===== config.mk =====
export PLATFORM = sky130hd
export DESIGN_NAME = fk_atan_lane
export DESIGN_NICKNAME = d
export VERILOG_FILES = /design/src/hdl/fk_pkg.sv /design/src/hdl/fk_atan_lane.sv
export SDC_FILE = /design/constraint.sdc
export NUM_CORES = 1
export LEC_CHECK = 0
export ABC_CLOCK_PERIOD_IN_PS = 17700
export BUFFER_PORTS_ARGS = -buffer_cell sky130_fd_sc_hd__buf_2
export CORE_AREA = 2 2 185 187
export CTS_BUF_LIST = sky130_fd_sc_hd__clkbuf_4
export DETAILED_ROUTE_END_ITERATION = 6
export DIE_AREA = 0 0 187 189
export PLACE_DENSITY = 0.88
export SLEW_MARGIN = 30
export SYNTH_ARGS = -nofsm -noshare
export SYNTH_HDL_FRONTEND = slang
export SYNTH_SLANG_ARGS = --single-unit

===== constraint.sdc =====
create_clock -name clk_i -period 17.7 [get_ports clk_i]
set_input_delay 1.77 -clock clk_i [delete_from_list [all_inputs] [get_ports clk_i]]
set_output_delay 1.77 -clock clk_i [all_outputs]
set_load 0.1 [all_outputs]

===== src/hdl/fk_pkg.sv =====
// ----------------------------------------------------------------------------
// fk_pkg
// shared types, constants and fixed-point helpers of the arm kinematics block
// ----------------------------------------------------------------------------
package fk_pkg;

  // register indexes of the configuration port
  typedef enum logic [2:0] {
    REG_D0 = 3'd0,
    REG_D1 = 3'd1,
    REG_D2 = 3'd2,
    REG_D3 = 3'd3,
    REG_D4 = 3'd4,
    REG_D5 = 3'd5,
    REG_L0 = 3'd6,
    REG_L1 = 3'd7
  } reg_idx_e;

  // geometry registers, 1/256 mm
  typedef struct packed {
    logic signed [20:0] d0;
    logic signed [20:0] d1;
    logic signed [20:0] d2;
    logic signed [20:0] d3;
    logic signed [20:0] d4;
    logic signed [20:0] d5;
    logic signed [20:0] l0;
    logic signed [20:0] l1;
  } geom_t;

  // q16 sine / cosine of the joint angles and the folded angle sums
  typedef struct packed {
    logic signed [17:0] s0;
    logic signed [17:0] c0;
    logic signed [17:0] s1;
    logic signed [17:0] c1;
    logic signed [17:0] s4;
    logic signed [17:0] c4;
    logic signed [17:0] s5;
    logic signed [17:0] c5;
    logic signed [17:0] sb;
    logic signed [17:0] cb;
    logic signed [17:0] sc;
    logic signed [17:0] cc;
  } trig_t;

  // tool position and the vectors fed to the atan2 lanes
  typedef struct packed {
    logic signed [23:0] pos_x;
    logic signed [23:0] pos_y;
    logic signed [23:0] pos_z;
    logic signed [19:0] sphi;
    logic signed [19:0] cphi;
    logic signed [19:0] st;
    logic signed [19:0] ct;
    logic signed [19:0] sp;
    logic               singular;
  } pose_t;

  localparam logic signed [17:0] KGain     = 18'sd39797;
  localparam logic signed [25:0] HalfTurnZ = 26'sd11796480;

  // cordic arctangent table, 1/65536 degree
  function automatic logic [21:0] atan_tab(input logic [4:0] i);
    logic [21:0] v;
    case (i)
      5'd0:    v = 22'd2949120;
      5'd1:    v = 22'd1740967;
      5'd2:    v = 22'd919879;
      5'd3:    v = 22'd466945;
      5'd4:    v = 22'd234379;
      5'd5:    v = 22'd117304;
      5'd6:    v = 22'd58666;
      5'd7:    v = 22'd29335;
      5'd8:    v = 22'd14668;
      5'd9:    v = 22'd7334;
      5'd10:   v = 22'd3667;
      5'd11:   v = 22'd1833;
      5'd12:   v = 22'd917;
      5'd13:   v = 22'd458;
      5'd14:   v = 22'd229;
      5'd15:   v = 22'd115;
      5'd16:   v = 22'd57;
      5'd17:   v = 22'd29;
      5'd18:   v = 22'd14;
      5'd19:   v = 22'd7;
      5'd20:   v = 22'd4;
      5'd21:   v = 22'd2;
      5'd22:   v = 22'd1;
      default: v = 22'd0;
    endcase
    return v;
  endfunction

  // q16 product rounded half up
  function automatic logic signed [17:0] mq(input logic signed [17:0] a,
                                            input logic signed [17:0] b);
    logic signed [35:0] pr;
    pr = 36'(a) * 36'(b) + 36'sd32768;
    return pr[33:16];
  endfunction

  // wrap an angle in 1/256 degree into [-180, 180)
  function automatic logic signed [16:0] reduce_angle(input logic signed [19:0] a);
    logic signed [19:0] v;
    v = a;
    for (int k = 0; k < 5; k++) begin
      if (v >= 20'sd46080) begin
        v = v - 20'sd92160;
      end else if (v < -20'sd46080) begin
        v = v + 20'sd92160;
      end
    end
    return v[16:0];
  endfunction

  // 1/65536 degree to 1/256 degree, rounded and clamped to +-180
  function automatic logic signed [16:0] deg_out(input logic signed [25:0] z);
    logic signed [26:0] t;
    logic signed [18:0] v;
    t = 27'(z) + 27'sd128;
    v = t[26:8];
    if (v > 19'sd46080) begin
      v = 19'sd46080;
    end else if (v < -19'sd46080) begin
      v = -19'sd46080;
    end
    return v[16:0];
  endfunction

  // length times q16 accumulator to 1/256 mm, rounded and saturated
  function automatic logic signed [23:0] pos_out(input logic signed [43:0] acc);
    logic signed [44:0] t;
    logic signed [28:0] v;
    t = 45'(acc) + 45'sd32768;
    v = t[44:16];
    if (v > 29'sd8388607) begin
      v = 29'sd8388607;
    end else if (v < -29'sd8388608) begin
      v = -29'sd8388608;
    end
    return v[23:0];
  endfunction

endpackage


===== src/hdl/fk_atan_lane.sv =====
// ----------------------------------------------------------------------------
// fk_atan_lane
// iterative vectoring cordic, atan2 in 1/256 degree and q16 magnitude
// ----------------------------------------------------------------------------
module fk_atan_lane #(
  parameter int CORDIC_ITERATIONS = 16
) (
  input  logic               clk_i,
  input  logic               rst_ni,
  input  logic               in_valid_i,
  output logic               in_ready_o,
  input  logic signed [23:0] x_i,
  input  logic signed [23:0] y_i,
  output logic               out_valid_o,
  input  logic               out_ready_i,
  output logic signed [16:0] deg_o,
  output logic signed [23:0] mag_o
);
  import fk_pkg::*;

  logic               busy_q, busy_d, done_q, done_d;
  logic [4:0]         iter_q, iter_d;
  logic signed [25:0] x_q, x_d, y_q, y_d, z_q, z_d;
  logic               zero_q, zero_d;
  logic signed [25:0] at;
  logic signed [43:0] mprod;
  logic               accept;

  assign in_ready_o  = !busy_q && (!done_q || out_ready_i);
  assign out_valid_o = done_q;
  assign accept      = in_valid_i && in_ready_o;
  assign at          = $signed({4'b0000, atan_tab(iter_q)});

  always_comb begin
    busy_d = busy_q;
    done_d = done_q;
    iter_d = iter_q;
    x_d    = x_q;
    y_d    = y_q;
    z_d    = z_q;
    zero_d = zero_q;
    if (done_q && out_ready_i) begin
      done_d = 1'b0;
    end
    if (accept) begin
      busy_d = 1'b1;
      iter_d = '0;
      zero_d = (x_i == '0) && (y_i == '0);
      x_d    = 26'(x_i);
      y_d    = 26'(y_i);
      z_d    = '0;
      // left half plane: rotate by a half turn first
      if (x_i < 0) begin
        x_d = -26'(x_i);
        y_d = -26'(y_i);
        z_d = (y_i >= 0) ? HalfTurnZ : -HalfTurnZ;
      end
    end else if (busy_q) begin
      if (y_q > 0) begin
        x_d = x_q + (y_q >>> iter_q);
        y_d = y_q - (x_q >>> iter_q);
        z_d = z_q + at;
      end else begin
        x_d = x_q - (y_q >>> iter_q);
        y_d = y_q + (x_q >>> iter_q);
        z_d = z_q - at;
      end
      iter_d = iter_q + 5'd1;
      if (iter_q == 5'(CORDIC_ITERATIONS - 1)) begin
        busy_d = 1'b0;
        done_d = 1'b1;
      end
    end
  end

  always_ff @(posedge clk_i or negedge rst_ni) begin
    if (!rst_ni) begin
      busy_q <= 1'b0;
      done_q <= 1'b0;
    end else begin
      busy_q <= busy_d;
      done_q <= done_d;
    end
  end

  always_ff @(posedge clk_i) begin
    iter_q <= iter_d;
    x_q    <= x_d;
    y_q    <= y_d;
    z_q    <= z_d;
    zero_q <= zero_d;
  end

  // gain correction of the magnitude
  assign mprod = 44'(x_q) * 44'(KGain) + 44'sd32768;

  always_comb begin
    deg_o = zero_q ? '0 : deg_out(z_q);
    mag_o = zero_q ? '0 : mprod[39:16];
  end

endmodule


==> impl_metrics.tcl, run 1 <==
set metrics [dict create \
    port_buffers 94 \
    cap_viol_max_count 0 \
    grt_util_all_layers 0.373 \
    critPathKind "flip-flop to primary output" \
    utilization 0.722 \
    crit_fanout 12 \
    fmax_mhz 99.9 \
    drt_iter0_drc 1847 \
    cts_setup_buffers 0 \
    clockBufferDepth 2 \
    clk_root_buffer_cell "clkbuf_4" \
    crit_chain "ha_1 -> inv_1 -> fa_1 -> fa_1 -> inv_1 -> fa_1 -> fa_1 -> inv_1 -> fa_1 -> inv_1 -> ha_1 -> a21oi_1 -> o21ai_0 -> a211oi_1 -> a21oi_1 -> nor4_1 -> o31ai_1 -> o41ai_1 -> a21oi_1 -> o21a_1 -> nor3_1 -> buf_2" \
    cts_made_buffers 9 \
    syn_area_per_cell_sq_um 8.68 \
    crit_top_cell "fa_1" \
    fp.dieW_um 187 \
    syn2layout_area_growth_pct 3.76 \
    place_hpwl_um 51800 \
    start_kind "flip-flop" \
    cts_tree "built" \
    slew_violations 0 \
    slowest_delay_ps 690 \
    synth_top_area_share 0.175 \
    synth_common_cells "inv_1, ha_1, nor2_1" \
    skew_ps 61.1 \
    gr-total-overflow 0 \
    hp-class "flip-flop to flip-flop" \
    cts_max_level 3 \
    yosysMostFrequentCell "inv_1" \
    async_flop_share 0.0185 \
    antenna_found_initial 2 \
    totalWireLength_um 65200 \
    grt_max_degree 79 \
    crit_slowest_cell "edfxtp_1" \
    ctsHoldBuffers 0 \
    r2r_start "iter_q[1]$_SDFFE_PP0P_" \
    cts_sinks 108 \
    required_ps 15930 \
    synth_edf_count 79 \
    wl_per_cell_um 20.8 \
    antenna_left 0 \
    postSynthCellCount 2670 \
    syn-cell-area_sq_um 23200 \
    grt_pass1_wl_um 105000 \
    synth_top_flop_cell "edfxtp_1" \
    fin_crit_sh 0.566 \
    io_pins 95 \
    dieArea_sq_um 35300 \
    setup_viol 0 \
    start_util 0.696 \
    synth.ff_latch_count 108 \
    num_vias 20300 \
    worstPathArrival_ps 8240 \
    status "completed" \
    synth_warnings 0 \
    end_kind "primary output" \
    fin_nets 3201 \
    nFillCells 2545 \
    slew_headroom 0.328 \
    die_y_um 189 \
    finalHoldViolCount 0 \
    rows 67 \
    cp_top_family "adder cells" \
    rsz0062_at_grt "no" \
    tightest_slew_ps 1010 \
    core-area_sq_um 33300 \
    period_needed_ps 10010 \
    grt_pass1_vias 20200 \
    yosysTopAreaCell "fa_1" \
    netlist_top_cells_area "fa_1, ha_1, edfxtp_1" \
    ctsResizeCount 0 \
    clock_insertion_delay_worst_skew_ps 580 \
    hold_start "out_valid_o$_DFF_PN0_" \
    fin_setup_tns_ps 0 \
    reg2reg_slack_ps 10610 \
    crit_buf_inv 5 \
    synth_cell_type_count 97 \
    dr.pass1.iters 7 \
    via_per_inst 6.46 \
    syn_nets 3188 \
    drc_errors 0 \
    drive_gt1_frac 0.0941 \
    yosysSeqAreaShare 0.128 \
    globalplace.congestion 1.00 \
    critPathLaunch "x_q[10]$_DFFE_PP_" \
    clk_pin_slew_ps 190 \
]
==> cells by family after synthesis <==
family | Yosys count | synth area share
and+or+nand+nor | 681 | 0.146
AOI/OAI and AO/OA | 589 | 0.164
buffers and inverters | 499 | 0.0843
adders and majority gates | 466 | 0.317
xor gates and xnor gates | 202 | 0.0764
muxes | 125 | 0.0848
DFF | 108 | 0.128
==> worst paths after layout <==
check | end | depth (start not counted)
setup / recovery | mag_o[23] | 22
hold / removal | out_valid_o$_DFF_PN0_ | 1
setup reg to reg | y_q[21]$_DFFE_PP_ | 22
hold reg to reg | out_valid_o$_DFF_PN0_ | 1
max in group asynchronous | busy_q$_DFF_PN0_ | 1
min in group asynchronous | busy_q$_DFF_PN0_ | 1
==> metal layers <==
| layer | up-vias | wire, um | global-route usage |
|---|---|---|---|
| li1 | 9345 | - | - |
| met1 | 9814 | 26700 | 0.484 |
| met2 | 926 | 31200 | 0.643 |
| met3 | 172 | 4740 | 0.0450 |
| met4 | 0 | 2530 | 0.143 |
| met5 | - | 0 | 0 |
==> area by class of cell <==
type / instances / area (sq um) / share of cell area
inverters: 392 / 1470 / 0.0612
clock buffers: 9 / 67.6 / 0.00281
flip-flops and latches: 108 / 2970 / 0.124
multi-input cells: 2063 / 18300 / 0.760
well taps: 448 / 561 / 0.0233
repair buffers: 109 / 583 / 0.0243
diodes: 2 / 5.00 / 0.000208
clock inverters: 7 / 100 / 0.00416
==> through the flow <==
stage,instance area (sq um),hold WS [ps],setup WS (ps),instances
after floorplan,23200,634,8040,2670
after global placement,23900,515,8520,3120
after detailed placement,23900,513,8310,3120
after CTS,24000,559,7680,3136
after global routing,24000,591,7310,3138
final,24000,559,7690,3138
==> placed cells by master (no fill, tap or decap), types with 21 or more instances in the layout <==
cell type  count
mux2i_1       49
edfxtp_1      79
nor3_1        50
buf_2         94
mux4_2        53
o21ai_0      142
a21oi_1      152
xor2_1        95
nor2_1       202
ha_1         264
o21a_1        21
xnor2_1      106
fa_1         202
a31oi_1       24
nor2b_1       23
o31ai_1       32
dfxtp_1       24
nand2b_1      29
nand2_1      172
a21o_1        42
inv_1        389
nand3_1       41
==> registers in the layout, indices dropped and copies added, names as in the netlist <==
signal and count:
busy_q 1, iter_q 5, out_valid_o 1, z_q 26, y_q 26, at 22, x_q 26, zero_q 1
Power of run 1 is left out: the tool's default activity adds up to more than one toggle a clock period on the data nets, which glitch-free logic cannot reach.
==> run 2: changes to the inputs <==
--- a/config.mk
+++ b/config.mk
@@ -5,13 +5,13 @@
 export SDC_FILE = /design/constraint.sdc
 export NUM_CORES = 1
 export LEC_CHECK = 0
-export ABC_CLOCK_PERIOD_IN_PS = 17700
+export ABC_CLOCK_PERIOD_IN_PS = 8500
 export BUFFER_PORTS_ARGS = -buffer_cell sky130_fd_sc_hd__buf_2
-export CORE_AREA = 2 2 185 187
+export CORE_AREA = 2 2 200 202
 export CTS_BUF_LIST = sky130_fd_sc_hd__clkbuf_4
 export DETAILED_ROUTE_END_ITERATION = 6
-export DIE_AREA = 0 0 187 189
-export PLACE_DENSITY = 0.88
+export DIE_AREA = 0 0 202 204
+export PLACE_DENSITY = 0.8
 export SLEW_MARGIN = 30
 export SYNTH_ARGS = -nofsm -noshare
 export SYNTH_HDL_FRONTEND = slang
==> constraint.sdc (replaced) <==
create_clock -name clk_i -period 8.5 [get_ports clk_i]
set_input_delay 0.85 -clock clk_i [delete_from_list [all_inputs] [get_ports clk_i]]
set_output_delay 0.85 -clock clk_i [all_outputs]
set_load 0.1 [all_outputs]
==> impl_metrics.tcl, run 2 (synthesis results as in run 1) <==
set metrics [dict create \
    start_util 0.591 \
    path_depth 22 \
    dr.pass1.iters 6 \
    core-area_sq_um 39200 \
    r2r_start "iter_q[0]$_SDFFE_PP0P_" \
    place_hpwl_um 51900 \
    gr-total-overflow 0 \
    port_buffers 94 \
    clk_root_buffer_cell "clkbuf_4" \
    dieArea_sq_um 41200 \
    hp-class "input pin to async pin" \
    status "completed" \
    setup_viol 0 \
    ctsHoldBuffers 0 \
    skew_ps 43.4 \
    cts_made_buffers 9 \
    fin_setup_tns_ps 0 \
    antenna_left 0 \
    final_common_cell "inv_1" \
    finalHoldViolCount 0 \
    antenna_found_initial 2 \
    cap_viol_max_count 0 \
    cp-endpoint "mag_o[23]" \
    cts_tree "built" \
    drt_iter0_drc 2174 \
    die_y_um 204 \
    reg_top3 "x_q: 26 flops, y_q: 26 flops, z_q: 26 flops" \
    syn2layout_area_growth_pct 5.66 \
    start_kind "flip-flop" \
    crit_buf_inv 5 \
    cts_sinks 108 \
    wl_per_cell_um 19.9 \
    clk_pin_slew_ps 180 \
    drive_gt1_frac 0.108 \
    crit_chain "ha_1 -> inv_1 -> fa_1 -> fa_1 -> fa_1 -> inv_1 -> fa_1 -> inv_1 -> fa_1 -> inv_1 -> ha_1 -> a21oi_1 -> o21ai_0 -> a211oi_1 -> a21oi_1 -> nor4_4 -> o31ai_2 -> o41ai_2 -> a21oi_1 -> o21a_1 -> nor3_2 -> buf_12" \
    fp.dieW_um 202 \
    grt_max_degree 79 \
    rsz0062_at_grt "no" \
    clockBufferDepth 2 \
    num_vias 20200 \
    slew_violations 0 \
    slew_headroom 0.347 \
    via_per_inst 6.22 \
    fmax_mhz 122 \
    cp_top_family "adder cells" \
    critPathKind "flip-flop to primary output" \
    crit_slowest_cell "edfxtp_1" \
    final_cell_mix "inv_1, ha_1, nor2_1, fa_1, nand2_1" \
    critPathLaunch "x_q[7]$_DFFE_PP_" \
    totalWireLength_um 64800 \
    nFillCells 3346 \
    reg2reg_depth 23 \
    end_kind "primary output" \
    crit_top_cell "fa_1" \
    grt_util_all_layers 0.315 \
    slowest_delay_ps 650 \
    grt_pass1_vias 19900 \
    required_ps 7650 \
    worstPathArrival_ps 7320 \
    crit_fanout 10 \
    period_needed_ps 8170 \
    io_pins 95 \
    r2r_end "y_q[21]$_DFFE_PP_" \
    clock_insertion_delay_worst_skew_ps 530 \
    rows 73 \
    tightest_slew_ps 972 \
    cts_max_level 3 \
    fin_nets 3237 \
    reg2reg_slack_ps 1790 \
    fin_crit_sh 0.961 \
    drc_errors 0 \
    globalplace.congestion 0.957 \
    grt_pass1_wl_um 105000 \
]
## run 2: area by class of cell
cell class | count | area [sq um] | share of cell area
multi-input combinational | 2063 | 18300 | 0.749
sequential | 108 | 2970 | 0.121
inverter | 392 | 1470 | 0.0601
timing repair buffer | 145 | 891 | 0.0364
tap | 525 | 657 | 0.0268
clock inverter | 6 | 83.8 | 0.00342
clock buffer | 10 | 75.1 | 0.00307
antenna | 3 | 7.51 | 0.000307
## run 2: per-stage QoR
| step | std cells | instance area, sq um | hold WS [ps] | utilization | worst slack (ps) |
|---|---|---|---|---|---|
| 5_1_grt | 3251 | 24500 | 55.5 | 0.625 | 9.38 |
| 4_1_cts | 3228 | 24300 | 52.4 | 0.619 | 51.9 |
| 2_1_floorplan | 2670 | 23200 | 554 | - | 274 |
| 3_3_place_gp | 3212 | 24100 | 507 | 0.615 | 508 |
| 3_5_place_dp | 3212 | 24100 | 520 | 0.615 | 365 |
| 6_report | 3252 | 24500 | 81.8 | 0.625 | 331 |
## run 2: how the worst min path moves through the flow
stage / endpoint / slack [ps]
2_1_floorplan: busy_q$_DFF_PN0_ / 550
3_3_place_gp: out_valid_o$_DFF_PN0_ / 510
3_5_place_dp: out_valid_o$_DFF_PN0_ / 520
4_1_cts: out_valid_o$_DFF_PN0_ / 50
5_1_grt: out_valid_o$_DFF_PN0_ / 60
6_report: out_valid_o$_DFF_PN0_ / 80
## run 2: routing by layer
| layer | vias to the layer above | wire (um) | track usage |
|---|---|---|---|
| li1 | 9411 | - | - |
| met1 | 9883 | 26900 | 0.415 |
| met2 | 788 | 31800 | 0.545 |
| met3 | 150 | 4070 | 0.0344 |
| met4 | 0 | 2120 | 0.0985 |
| met5 | - | 0 | 0 |
## run 2: repair_timing
item	4_1_cts	5_1_grt
resized for setup	2	4
endpoints found under the hold margin	0	0
pin swaps	0	1
setup endpoints to repair	3	7
setup buffers	0	20
cloned	0	0
Power of run 2 is left out for the same reason.
