$ cat config.mk
export PLATFORM = sky130hd
export DESIGN_NAME = fk_sincos_lane
export DESIGN_NICKNAME = d
export VERILOG_FILES = /design/src/hdl/fk_pkg.sv /design/src/hdl/fk_sincos_lane.sv
export SDC_FILE = /design/constraint.sdc
export NUM_CORES = 1
export LEC_CHECK = 0
export BUFFER_PORTS_ARGS = -buffer_cell sky130_fd_sc_hd__buf_2
export CORE_MARGIN = 8
export CORE_UTILIZATION = 35
export CTS_CLUSTER_DIAMETER = 40
export DETAILED_ROUTE_END_ITERATION = 8
export PLACE_DENSITY_LB_ADDON = 0.1
export SLEW_MARGIN = 20
export SYNTH_ARGS = -nofsm -noshare
export SYNTH_HDL_FRONTEND = slang
export SYNTH_SLANG_ARGS = --single-unit
$ cat constraint.sdc
create_clock -name clk_i -period 6.45 [get_ports clk_i]
set_clock_uncertainty 0.1 [all_clocks]
set_input_delay 0.645 -clock clk_i [delete_from_list [all_inputs] [get_ports clk_i]]
set_output_delay 0.645 -clock clk_i [all_outputs]
set_load 0.02 [all_outputs]
$ cat src/hdl/fk_pkg.sv
// ----------------------------------------------------------------------------
// fk_pkg
// shared types, constants and fixed-point helpers of the arm kinematics block
// ----------------------------------------------------------------------------
package fk_pkg;

  // register indexes of the configuration port
  typedef enum logic [2:0] {
    REG_D0 = 3'd0,
    REG_D1 = 3'd1,
    REG_D2 = 3'd2,
    REG_D3 = 3'd3,
    REG_D4 = 3'd4,
    REG_D5 = 3'd5,
    REG_L0 = 3'd6,
    REG_L1 = 3'd7
  } reg_idx_e;

  // geometry registers, 1/256 mm
  typedef struct packed {
    logic signed [20:0] d0;
    logic signed [20:0] d1;
    logic signed [20:0] d2;
    logic signed [20:0] d3;
    logic signed [20:0] d4;
    logic signed [20:0] d5;
    logic signed [20:0] l0;
    logic signed [20:0] l1;
  } geom_t;

  // q16 sine / cosine of the joint angles and the folded angle sums
  typedef struct packed {
    logic signed [17:0] s0;
    logic signed [17:0] c0;
    logic signed [17:0] s1;
    logic signed [17:0] c1;
    logic signed [17:0] s4;
    logic signed [17:0] c4;
    logic signed [17:0] s5;
    logic signed [17:0] c5;
    logic signed [17:0] sb;
    logic signed [17:0] cb;
    logic signed [17:0] sc;
    logic signed [17:0] cc;
  } trig_t;

  // tool position and the vectors fed to the atan2 lanes
  typedef struct packed {
    logic signed [23:0] pos_x;
    logic signed [23:0] pos_y;
    logic signed [23:0] pos_z;
    logic signed [19:0] sphi;
    logic signed [19:0] cphi;
    logic signed [19:0] st;
    logic signed [19:0] ct;
    logic signed [19:0] sp;
    logic               singular;
  } pose_t;

  localparam logic signed [17:0] KGain     = 18'sd39797;
  localparam logic signed [25:0] HalfTurnZ = 26'sd11796480;

  // cordic arctangent table, 1/65536 degree
  function automatic logic [21:0] atan_tab(input logic [4:0] i);
    logic [21:0] v;
    case (i)
      5'd0:    v = 22'd2949120;
      5'd1:    v = 22'd1740967;
      5'd2:    v = 22'd919879;
      5'd3:    v = 22'd466945;
      5'd4:    v = 22'd234379;
      5'd5:    v = 22'd117304;
      5'd6:    v = 22'd58666;
      5'd7:    v = 22'd29335;
      5'd8:    v = 22'd14668;
      5'd9:    v = 22'd7334;
      5'd10:   v = 22'd3667;
      5'd11:   v = 22'd1833;
      5'd12:   v = 22'd917;
      5'd13:   v = 22'd458;
      5'd14:   v = 22'd229;
      5'd15:   v = 22'd115;
      5'd16:   v = 22'd57;
      5'd17:   v = 22'd29;
      5'd18:   v = 22'd14;
      5'd19:   v = 22'd7;
      5'd20:   v = 22'd4;
      5'd21:   v = 22'd2;
      5'd22:   v = 22'd1;
      default: v = 22'd0;
    endcase
    return v;
  endfunction

  // q16 product rounded half up
  function automatic logic signed [17:0] mq(input logic signed [17:0] a,
                                            input logic signed [17:0] b);
    logic signed [35:0] pr;
    pr = 36'(a) * 36'(b) + 36'sd32768;
    return pr[33:16];
  endfunction

  // wrap an angle in 1/256 degree into [-180, 180)
  function automatic logic signed [16:0] reduce_angle(input logic signed [19:0] a);
    logic signed [19:0] v;
    v = a;
    for (int k = 0; k < 5; k++) begin
      if (v >= 20'sd46080) begin
        v = v - 20'sd92160;
      end else if (v < -20'sd46080) begin
        v = v + 20'sd92160;
      end
    end
    return v[16:0];
  endfunction

  // 1/65536 degree to 1/256 degree, rounded and clamped to +-180
  function automatic logic signed [16:0] deg_out(input logic signed [25:0] z);
    logic signed [26:0] t;
    logic signed [18:0] v;
    t = 27'(z) + 27'sd128;
    v = t[26:8];
    if (v > 19'sd46080) begin
      v = 19'sd46080;
    end else if (v < -19'sd46080) begin
      v = -19'sd46080;
    end
    return v[16:0];
  endfunction

  // length times q16 accumulator to 1/256 mm, rounded and saturated
  function automatic logic signed [23:0] pos_out(input logic signed [43:0] acc);
    logic signed [44:0] t;
    logic signed [28:0] v;
    t = 45'(acc) + 45'sd32768;
    v = t[44:16];
    if (v > 29'sd8388607) begin
      v = 29'sd8388607;
    end else if (v < -29'sd8388608) begin
      v = -29'sd8388608;
    end
    return v[23:0];
  endfunction

endpackage

$ cat src/hdl/fk_sincos_lane.sv
// ----------------------------------------------------------------------------
// fk_sincos_lane
// iterative rotation cordic, one angle in, q16 sine and cosine out
// ----------------------------------------------------------------------------
module fk_sincos_lane #(
  parameter int CORDIC_ITERATIONS = 16
) (
  input  logic               clk_i,
  input  logic               rst_ni,
  input  logic               in_valid_i,
  output logic               in_ready_o,
  input  logic signed [19:0] angle_i,
  output logic               out_valid_o,
  input  logic               out_ready_i,
  output logic signed [17:0] sin_o,
  output logic signed [17:0] cos_o
);
  import fk_pkg::*;

  logic               busy_q, busy_d, done_q, done_d;
  logic [4:0]         iter_q, iter_d;
  logic signed [19:0] x_q, x_d, y_q, y_d;
  logic signed [24:0] z_q, z_d;
  logic               neg_q, neg_d;
  logic signed [16:0] red, fold;
  logic               fneg;
  logic signed [24:0] at;
  logic               accept;

  assign in_ready_o  = !busy_q && (!done_q || out_ready_i);
  assign out_valid_o = done_q;
  assign accept      = in_valid_i && in_ready_o;
  assign at          = $signed({3'b000, atan_tab(iter_q)});

  // fold into the right half plane
  always_comb begin
    red  = reduce_angle(angle_i);
    fold = red;
    fneg = 1'b0;
    if (red > 17'sd23040) begin
      fold = red - 17'sd46080;
      fneg = 1'b1;
    end else if (red < -17'sd23040) begin
      fold = red + 17'sd46080;
      fneg = 1'b1;
    end
  end

  always_comb begin
    busy_d = busy_q;
    done_d = done_q;
    iter_d = iter_q;
    x_d    = x_q;
    y_d    = y_q;
    z_d    = z_q;
    neg_d  = neg_q;
    if (done_q && out_ready_i) begin
      done_d = 1'b0;
    end
    if (accept) begin
      busy_d = 1'b1;
      iter_d = '0;
      x_d    = 20'(KGain);
      y_d    = '0;
      z_d    = {fold, 8'd0};
      neg_d  = fneg;
    end else if (busy_q) begin
      if (!z_q[24]) begin
        x_d = x_q - (y_q >>> iter_q);
        y_d = y_q + (x_q >>> iter_q);
        z_d = z_q - at;
      end else begin
        x_d = x_q + (y_q >>> iter_q);
        y_d = y_q - (x_q >>> iter_q);
        z_d = z_q + at;
      end
      iter_d = iter_q + 5'd1;
      if (iter_q == 5'(CORDIC_ITERATIONS - 1)) begin
        busy_d = 1'b0;
        done_d = 1'b1;
      end
    end
  end

  always_ff @(posedge clk_i or negedge rst_ni) begin
    if (!rst_ni) begin
      busy_q <= 1'b0;
      done_q <= 1'b0;
    end else begin
      busy_q <= busy_d;
      done_q <= done_d;
    end
  end

  always_ff @(posedge clk_i) begin
    iter_q <= iter_d;
    x_q    <= x_d;
    y_q    <= y_d;
    z_q    <= z_d;
    neg_q  <= neg_d;
  end

  // clamp to unit range and undo the fold
  function automatic logic signed [17:0] clamp_unit(input logic signed [19:0] v);
    logic signed [19:0] t;
    t = v;
    if (t > 20'sd65536) begin
      t = 20'sd65536;
    end else if (t < -20'sd65536) begin
      t = -20'sd65536;
    end
    return t[17:0];
  endfunction

  always_comb begin
    sin_o = clamp_unit(y_q);
    cos_o = clamp_unit(x_q);
    if (neg_q) begin
      sin_o = -sin_o;
      cos_o = -cos_o;
    end
  end

endmodule

==> impl_metrics.yaml, run 1 <==
worst_setup_path:
  max_stage_delay_ns: 0.41
  path_max_fanout: 5
  start_kind: "input pin"
  critPathCaptureType: "flip-flop"
  slowest_stage: "a221o_1"
  cp.buffers_inverters: 5
  worst_ep_required_time_ns: 6.46
  reg2reg_to: "x_q[19]"
  rr_worst_depth: 35
  r2r_start: "iter_q[1]"
  critPathTopFamily: "compound AO/OA/AOI/OAI gates"
  rrSetupSlack_ns: 0.01
  worstSetupPathType: "input pin to flip-flop"
  cp.arrival_ns: 7.04
timing:
  relSlewSlack: 0.295
  finalHoldViolCount: 0
  clock.fmax_ghz: 0.142
  tns_ns: -3.73
  setup_slack_ns: -0.586
  tightest_slew_ns: 1.06
  post-route-min-period_ns: 7.04
  setup_viol: 8
  grt_setup_unrepaired: "yes"
  fin_crit_sh: 1.09
  slew_violations: 0
run_status:
  violations: "setup timing"
  status: "finished with violations"
floorplanning:
  dieHeight_um: 212
  core_area_um2: 37800
  start_util: 0.356
  die_area_um2: 44900
  die_x_um: 212
  rows: 71
  io_pins: 62
clocking:
  ctsLongestPathBuffers: 2
  cts_buffers: 9
  cts_tree: "yes"
  clock_sinks: 95
  cts-root-buf: "clkbuf_16"
  clk_pin_slew_ns: 0.07
  clk_latency_ns: 0.36
  cts-htree-levels: 3
cells_and_area:
  n_fill_cell: 3857
  drive_gt1_frac: 0.275
  layout_commonest_cell: "buf_4"
  num-nets-final: 2210
  synthToLayoutAreaGrowth_pct: 29.5
  antennaDiodeCount: 0
  layout_common_cells: "buf_4 (294), nand2_1 (215), nor2_1 (177), a21oi_1 (145), o21ai_0 (133)"
synthesis:
  yosys.area.top_type: "dfxtp_1"
  synth_area_um2: 13400
  synth_top_area_frac: 0.112
  ys_ff_latch: 95
  synth_edf_count: 18
  ys_seq_area_frac: 0.156
  ys_async_sr_fraction: 0.0211
  synth_nets: 1936
  synthFlopType: "dfxtp_1"
  ys_warn_count: 0
  yosysUniqueCellTypes: 111
  synth_cells: 1828
  synth_area_leaders: "dfxtp_1 (11%), ha_1 (7.5%), xnor2_1 (6.5%), nand2_1 (6.3%), a21oi_1 (5.5%)"
  synth_area_per_cell_um2: 7.35
hold_path:
  worstHoldStart: "z_q[6]"
  whs_path_depth: 2
  hold_end: "z_q[6]"
  min_path_type: "flip-flop to flip-flop"
grt:
  overflow: 0
  grt_max_degree: 62
  antenna_found_initial: 0
  grt_pass1_vias: 13612
  grt.total_usage: 0.193
  grt_pass1_wl_um: 71400
detailed_routing:
  via_count: 14281
  wl_um: 44600
  drc: 0
  drt_iter0_markers: 969
  avgViaCountPerCell: 5.45
  wl_per_cell_um: 17.0
  ant_nets: 0
  drt_first_pass_iters: 5
flow_run:
  maxCapViolCount: 0
placed_design:
  dp_hpwl_um: 34600
  numPortBuffers: 61
  place.gp.congestion: 0.889
## cell type report
class                   instances  area (µm²)  share of cell area
multi-input cells            1532       11200               0.647
repair buffers                374        2770               0.159
flip-flops and latches         95        2100               0.121
well taps                     511         639              0.0368
inverters                      90         343              0.0197
clock buffers                  12         258              0.0148
clock inverters                 4        36.3             0.00209
## synth_stat cells (all sizes together) (11+ instances only)
cell type  count
a211oi        28
a21boi        18
a21o          11
a21oi        152
a31oi         25
a32oi         13
and2          18
and3          21
buf           28
clkbuf        83
dfxtp         75
edfxtp        18
ha            81
inv           85
mux2          11
mux2i         36
mux4          21
nand2        225
nand2b        11
nand3         25
nor2         186
nor2b         13
nor3          42
nor4          17
o211ai        16
o21a          22
o21ai        152
o21bai        31
o22ai         17
o31ai         14
or2           15
xnor2        104
xor2          63
## state kept, by name, indices dropped and copies added, names as in the netlist
signal and cells:
z_q 25, at 22, x_q 20, y_q 20, iter_q 5, busy_q 1
neg_q 1, out_valid_o 1
## stage by stage
step | cell area (µm²) | cells | util | setup WS [ns] | hold slack (ns)
2_1_floorplan | 13700 | 1828 | - | -0.514 | 0.249
3_3_place_gp | 16300 | 2576 | 0.432 | -1.12 | 0.351
3_5_place_dp | 16300 | 2576 | 0.432 | -1.12 | 0.357
4_1_cts | 16900 | 2603 | 0.449 | -0.581 | 0.376
5_1_grt | 17400 | 2618 | 0.461 | -0.813 | 0.402
6_report | 17400 | 2618 | 0.461 | -0.586 | 0.371
## worst reg2reg max path, delay by kind of cell, from the launching register on
| family | cells | cell delay, ns |
|---|---|---|
| AOI/OAI and AO/OA | 21 | 3.51 |
| and+or+nand+nor | 8 | 0.61 |
| adders and majority gates | 2 | 0.61 |
| DFF | 1 | 0.55 |
| muxes | 1 | 0.37 |
| buffers and inverters | 1 | 0.28 |
| xor gates and xnor gates | 2 | 0.28 |
## kinds of logic after synthesis
group,after synthesis,synth area share
compound gates,605,0.313
xor+xnor,167,0.113
mux,68,0.0715
fa+ha+maj,86,0.0814
simple gates,606,0.206
buf+inv,201,0.0590
flops,95,0.156
## what timing repair did
action	in CTS	in global routing
hold buffers	1	0
gates cloned	0	0
gates resized for setup	51	64
endpoints found under the setup margin	10	15
pin swaps	45	55
setup buffers	10	16
endpoints found under the hold margin	2	0
## routing by layer
layer,vias up,GRT usage,routed length [µm]
li1,7197,-,-
met5,-,0,0
met3,37,0.0243,1920
met1,6788,0.269,21700
met2,259,0.317,20500
met4,0,0.0364,561
## worst max-delay path by stage
stage,from,to,slack (ns),cells past startpoint
floorplan,angle_i[11],z_q[21],-0.51,27
global placement,angle_i[12],z_q[22],-1.12,30
detailed placement,angle_i[11],z_q[21],-1.12,30
CTS,angle_i[11],z_q[22],-0.58,27
global route,angle_i[11],z_q[22],-0.81,29
finish,angle_i[11],z_q[22],-0.59,29
Power of run 1 is left out: the tool's default activity adds up to more than one toggle a clock period on the data nets, which glitch-free logic cannot reach.
==> run 2: changes to the inputs <==
- clock period: 6.45 -> 5.75 ns (I/O delays scaled with it)
==> run 2 against run 1 <==
Against the previous run: the flow still finishes with violations (setup timing); largest cell class unchanged; hold slack got worse by 0.0021 ns; core utilization rose by 4.5 points; setup slack got worse by 0.69 ns; register-to-register slack got worse by 0.14 ns; via count rose by 5.7%; critical path depth rose by 2.
==> impl_metrics.yaml, run 2 (synthesis gave the netlist of run 1 again) <==
detailed_routing:
  drc: 0
  drt_first_pass_iters: 5
  wl_per_cell_um: 17.0
  wl_um: 47400
  ant_nets: 0
  avgViaCountPerCell: 5.41
  via_count: 15092
  drt_iter0_markers: 1021
hold_path:
  worstHoldStart: "z_q[0]"
  whs_path_depth: 2
  min_path_type: "flip-flop to flip-flop"
worst_setup_path:
  path_max_fanout: 6
  rr_worst_depth: 27
  critPathCaptureType: "flip-flop"
  worst_ep_required_time_ns: 5.76
  startpoint: "angle_i[11]"
  cpMostUsedCell: "buf_4"
  worstSetupPathType: "input pin to flip-flop"
  max_stage_delay_ns: 0.41
  rrSetupSlack_ns: -0.13
  slowest_stage: "a2111oi_4"
  r2r_start: "at[0]"
  cp.arrival_ns: 7.04
  start_kind: "input pin"
clocking:
  cts_tree: "yes"
  clk_pin_slew_ns: 0.07
  ctsLongestPathBuffers: 2
  cts_buffers: 9
  cts-root-buf: "clkbuf_16"
  clk_latency_ns: 0.37
  cts-htree-levels: 3
  clock_sinks: 95
grt:
  grt_pass1_vias: 14453
  grt.total_usage: 0.204
  grt_max_degree: 60
  grt_pass1_wl_um: 75300
  overflow: 0
  antenna_found_initial: 0
cells_and_area:
  antennaDiodeCount: 0
  drive_gt1_frac: 0.370
  stdcell_count: 2788
  n_fill_cell: 3746
  seqCellArea_um2: 2100
  largest_reg_flops: 25
  multi_input_area_um2: 11600
  layout_common_cells: "buf_4 (453), nand2_1 (212), nor2_1 (170), a21oi_1 (120), o21ai_0 (120)"
  synthToLayoutAreaGrowth_pct: 42.1
  layout_commonest_cell: "buf_4"
  regMostFlops: "z_q"
  num-nets-final: 2380
floorplanning:
  io_pins: 62
  die_area_um2: 44900
  dieHeight_um: 212
  start_util: 0.356
  die_x_um: 212
  core_area_um2: 37800
  rows: 71
placed_design:
  numPortBuffers: 61
  place_inst: 2670
  place.gp.congestion: 0.895
  dp_hpwl_um: 35500
timing:
  tightest_slew_ns: 0.859
  relSlewSlack: 0.426
  setup_viol: 9
  grt_setup_unrepaired: "yes"
  setup_slack_ns: -1.28
  finalHoldViolCount: 0
  post-route-min-period_ns: 7.03
  slew_violations: 0
  fin_crit_sh: 1.22
  fin_hold_ws_ns: 0.369
  clock.fmax_ghz: 0.142
run_status:
  violations: "setup timing"
  status: "finished with violations"
flow_run:
  maxCapViolCount: 0
[run 2: changes by cell type in the layout (fill, tap and decap cells not counted), moves of 6 or more]
cell	delta
nor2_1	-7
a21oi_1	-25
xnor2_2	+10
nor2_2	+6
inv_1	-6
o21ai_2	+6
a21oi_2	+25
o21ai_1	+6
o21ai_0	-13
buf_4	+159
inv_2	+6
xnor2_1	-9
[run 2: critical path, delay by kind of cell]
kind | cells | cell delay [ns]
xor+xnor | 1 | 0.29
simple gates | 7 | 1.39
fa+ha+maj | 1 | 0.15
compound gates | 16 | 3.70
buf+inv | 6 | 0.90
[run 2: area by class of cell]
class,count,area share
clock buffer,10,0.0120
clock inverter,6,0.00400
inverter,90,0.0180
multi-input combinational,1532,0.606
sequential,95,0.110
tap,511,0.0335
timing repair buffer,544,0.217
[run 2: layer usage]
metal / wire [µm] / global-route usage
met5: 0 / 0
met3: 1780 / 0.0234
met4: 662 / 0.0381
met1: 23400 / 0.290
met2: 21600 / 0.329
[run 2: stage by stage]
stage / area [µm²] / util / TNS [ns] / setup WS (ns)
finish: 19100 / 0.506 / -9.41 / -1.28
CTS: 18400 / 0.488 / -8.57 / -1.15
global placement: 17100 / 0.453 / -14.10 / -1.63
detailed placement: 17100 / 0.453 / -14.89 / -1.70
global route: 19100 / 0.506 / -12.69 / -1.53
floorplan: 13700 / - / -7.82 / -1.14
[run 2: what timing repair did]
action	CTS	global route
hold buffers	1	0
hold endpoints to repair	2	0
pin swaps	77	67
gates resized for setup	105	126
setup endpoints to repair	15	25
buffers inserted	80	36
[run 2: worst paths after layout]
check	endpoint
setup / recovery	z_q[22]
hold / removal	z_q[0]
setup reg to reg	z_q[22]
hold reg to reg	z_q[0]
max in group asynchronous	busy_q
min in group asynchronous	out_valid_o
Power of run 2 is left out for the same reason.
==> run 3: changes to the inputs <==
- GPL_TIMING_DRIVEN: default -> 0
==> run 3 against run 2 <==
Against the previous run: global-route usage rose by 1.6 points; count of clock-buffer cells in the layout did not move; setup slack got worse by 0.15 ns; core utilization fell by 5.5 points; hold slack improved by 0.0043 ns; flip-flop and latch count did not move; fmax fell by 2.1%; highest routed layer unchanged; sequential share of layout area rose by 1.4 points; die area did not move; final cell count fell by 9.2%; critical path depth fell by 1; routed wire length rose by 7.2%; the run still ends with setup timing left.
==> impl_metrics.yaml, run 3 (synthesis gave the netlist of run 1 again) <==
timing:
  tightest_slew_ns: 0.943
  fin_crit_sh: 1.25
  setup_slack_ns: -1.43
  slew_violations: 0
  clock.fmax_ghz: 0.139
  setup_viol: 9
  post-route-min-period_ns: 7.18
  grt_setup_unrepaired: "yes"
  finalHoldViolCount: 0
  relSlewSlack: 0.369
floorplanning:
  dieHeight_um: 212
  die_x_um: 212
  die_area_um2: 44900
  io_pins: 62
  rows: 71
  start_util: 0.356
  core_area_um2: 37800
detailed_routing:
  wl_per_cell_um: 20.1
  drt_first_pass_iters: 7
  drt_iter0_markers: 1120
  drc: 0
  via_count: 14529
  ant_nets: 0
  avgViaCountPerCell: 5.74
  wl_um: 50800
grt:
  overflow: 0
  grt_pass1_vias: 13681
  grt_pass1_wl_um: 78300
  antenna_found_initial: 0
  grt.total_usage: 0.220
  grt_max_degree: 23
placed_design:
  place.gp.congestion: 0.980
  dp_hpwl_um: 38100
  numPortBuffers: 60
  dpl-instance-area_um2: 14600
flow_run:
  maxCapViolCount: 0
cells_and_area:
  layout_commonest_cell: "nand2_1"
  layout_common_cells: "nand2_1 (211), nor2_1 (171), o21ai_0 (118), a21oi_1 (117), buf_4 (113)"
  synthToLayoutAreaGrowth_pct: 26.6
  largest_reg_flops: 25
  seqCellArea_um2: 2100
  antennaDiodeCount: 0
  num-nets-final: 2123
  fin_area_um2: 17000
  n_fill_cell: 3823
  drive_gt1_frac: 0.260
  multi_input_area_um2: 11700
  regMostFlops: "z_q"
clocking:
  cts_tree: "yes"
  cts-root-buf: "clkbuf_16"
  clock_sinks: 95
  cts_buffers: 9
  cts-htree-levels: 3
  ctsLongestPathBuffers: 2
  clk_pin_slew_ns: 0.08
  clk_latency_ns: 0.38
run_status:
  status: "finished with violations"
  violations: "setup timing"
worst_setup_path:
  cp.arrival_ns: 7.20
  start_kind: "input pin"
  max_stage_delay_ns: 0.46
  cpMostUsedCell: "buf_4"
  critPathCaptureType: "flip-flop"
  slowest_stage: "a221o_2"
  worstSetupPathType: "input pin to flip-flop"
  worst_ep_required_time_ns: 5.77
  path_max_fanout: 6
hold_path:
  min_path_type: "flip-flop to flip-flop"
-- run 3: repair_timing --
action,CTS,global route
hold buffers,1,0
setup buffers,42,77
gates resized for setup,88,232
pin swaps,54,117
endpoints found under the hold margin,2,0
endpoints found under the setup margin,24,38
-- run 3: critical path, delay by kind of cell --
kind | cells | cell delay (ns)
AO/OA/AOI/OAI | 13 | 3.41
AND/OR/NAND/NOR | 9 | 1.81
buffers and inverters | 5 | 0.78
adder cells (fa/ha/maj) | 2 | 0.46
XOR/XNOR | 1 | 0.13
-- run 3: worst paths after layout --
kind,startpoint,end,slack (ns),cells after the start
setup / recovery,angle_i[12],z_q[22],-1.43,30
hold / removal,z_q[0],z_q[0],0.37,2
setup reg to reg,z_q[24],z_q[22],-0.73,27
hold reg to reg,z_q[0],z_q[0],0.37,2
max in group asynchronous,rst_ni,busy_q,5.06,2
min in group asynchronous,rst_ni,out_valid_o,0.40,2
-- run 3: per-stage QoR --
stage / TNS, ns / utilization / setup slack (ns) / std cells / hold WS (ns)
after floorplan: -7.82 / - / -1.14 / 1828 / 0.179
after CTS: -15.82 / 0.415 / -1.41 / 2457 / 0.360
after global placement: -26.79 / 0.388 / -2.42 / 2399 / 0.264
after detailed placement: -27.34 / 0.388 / -2.45 / 2399 / 0.265
after global routing: -14.76 / 0.450 / -1.72 / 2531 / 0.386
final: -10.83 / 0.450 / -1.43 / 2531 / 0.374
-- run 3: final cells by class --
class,count,area share
Buffer,107,0.0372
Multi-Input combinational cell,1532,0.688
Tap cell,511,0.0376
Clock inverter,6,0.00302
Timing Repair Buffer,180,0.0762
Sequential cell,95,0.123
Clock buffer,10,0.0135
Inverter,90,0.0207
-- run 3: layer usage --
layer | GRT usage | wire length (µm) | vias to the layer above
met5 | 0 | 0 | -
met4 | 0.0616 | 1240 | 0
met3 | 0.0346 | 2500 | 59
met2 | 0.343 | 22700 | 434
met1 | 0.309 | 24400 | 6993
li1 | - | - | 7043
Power of run 3 is left out for the same reason.
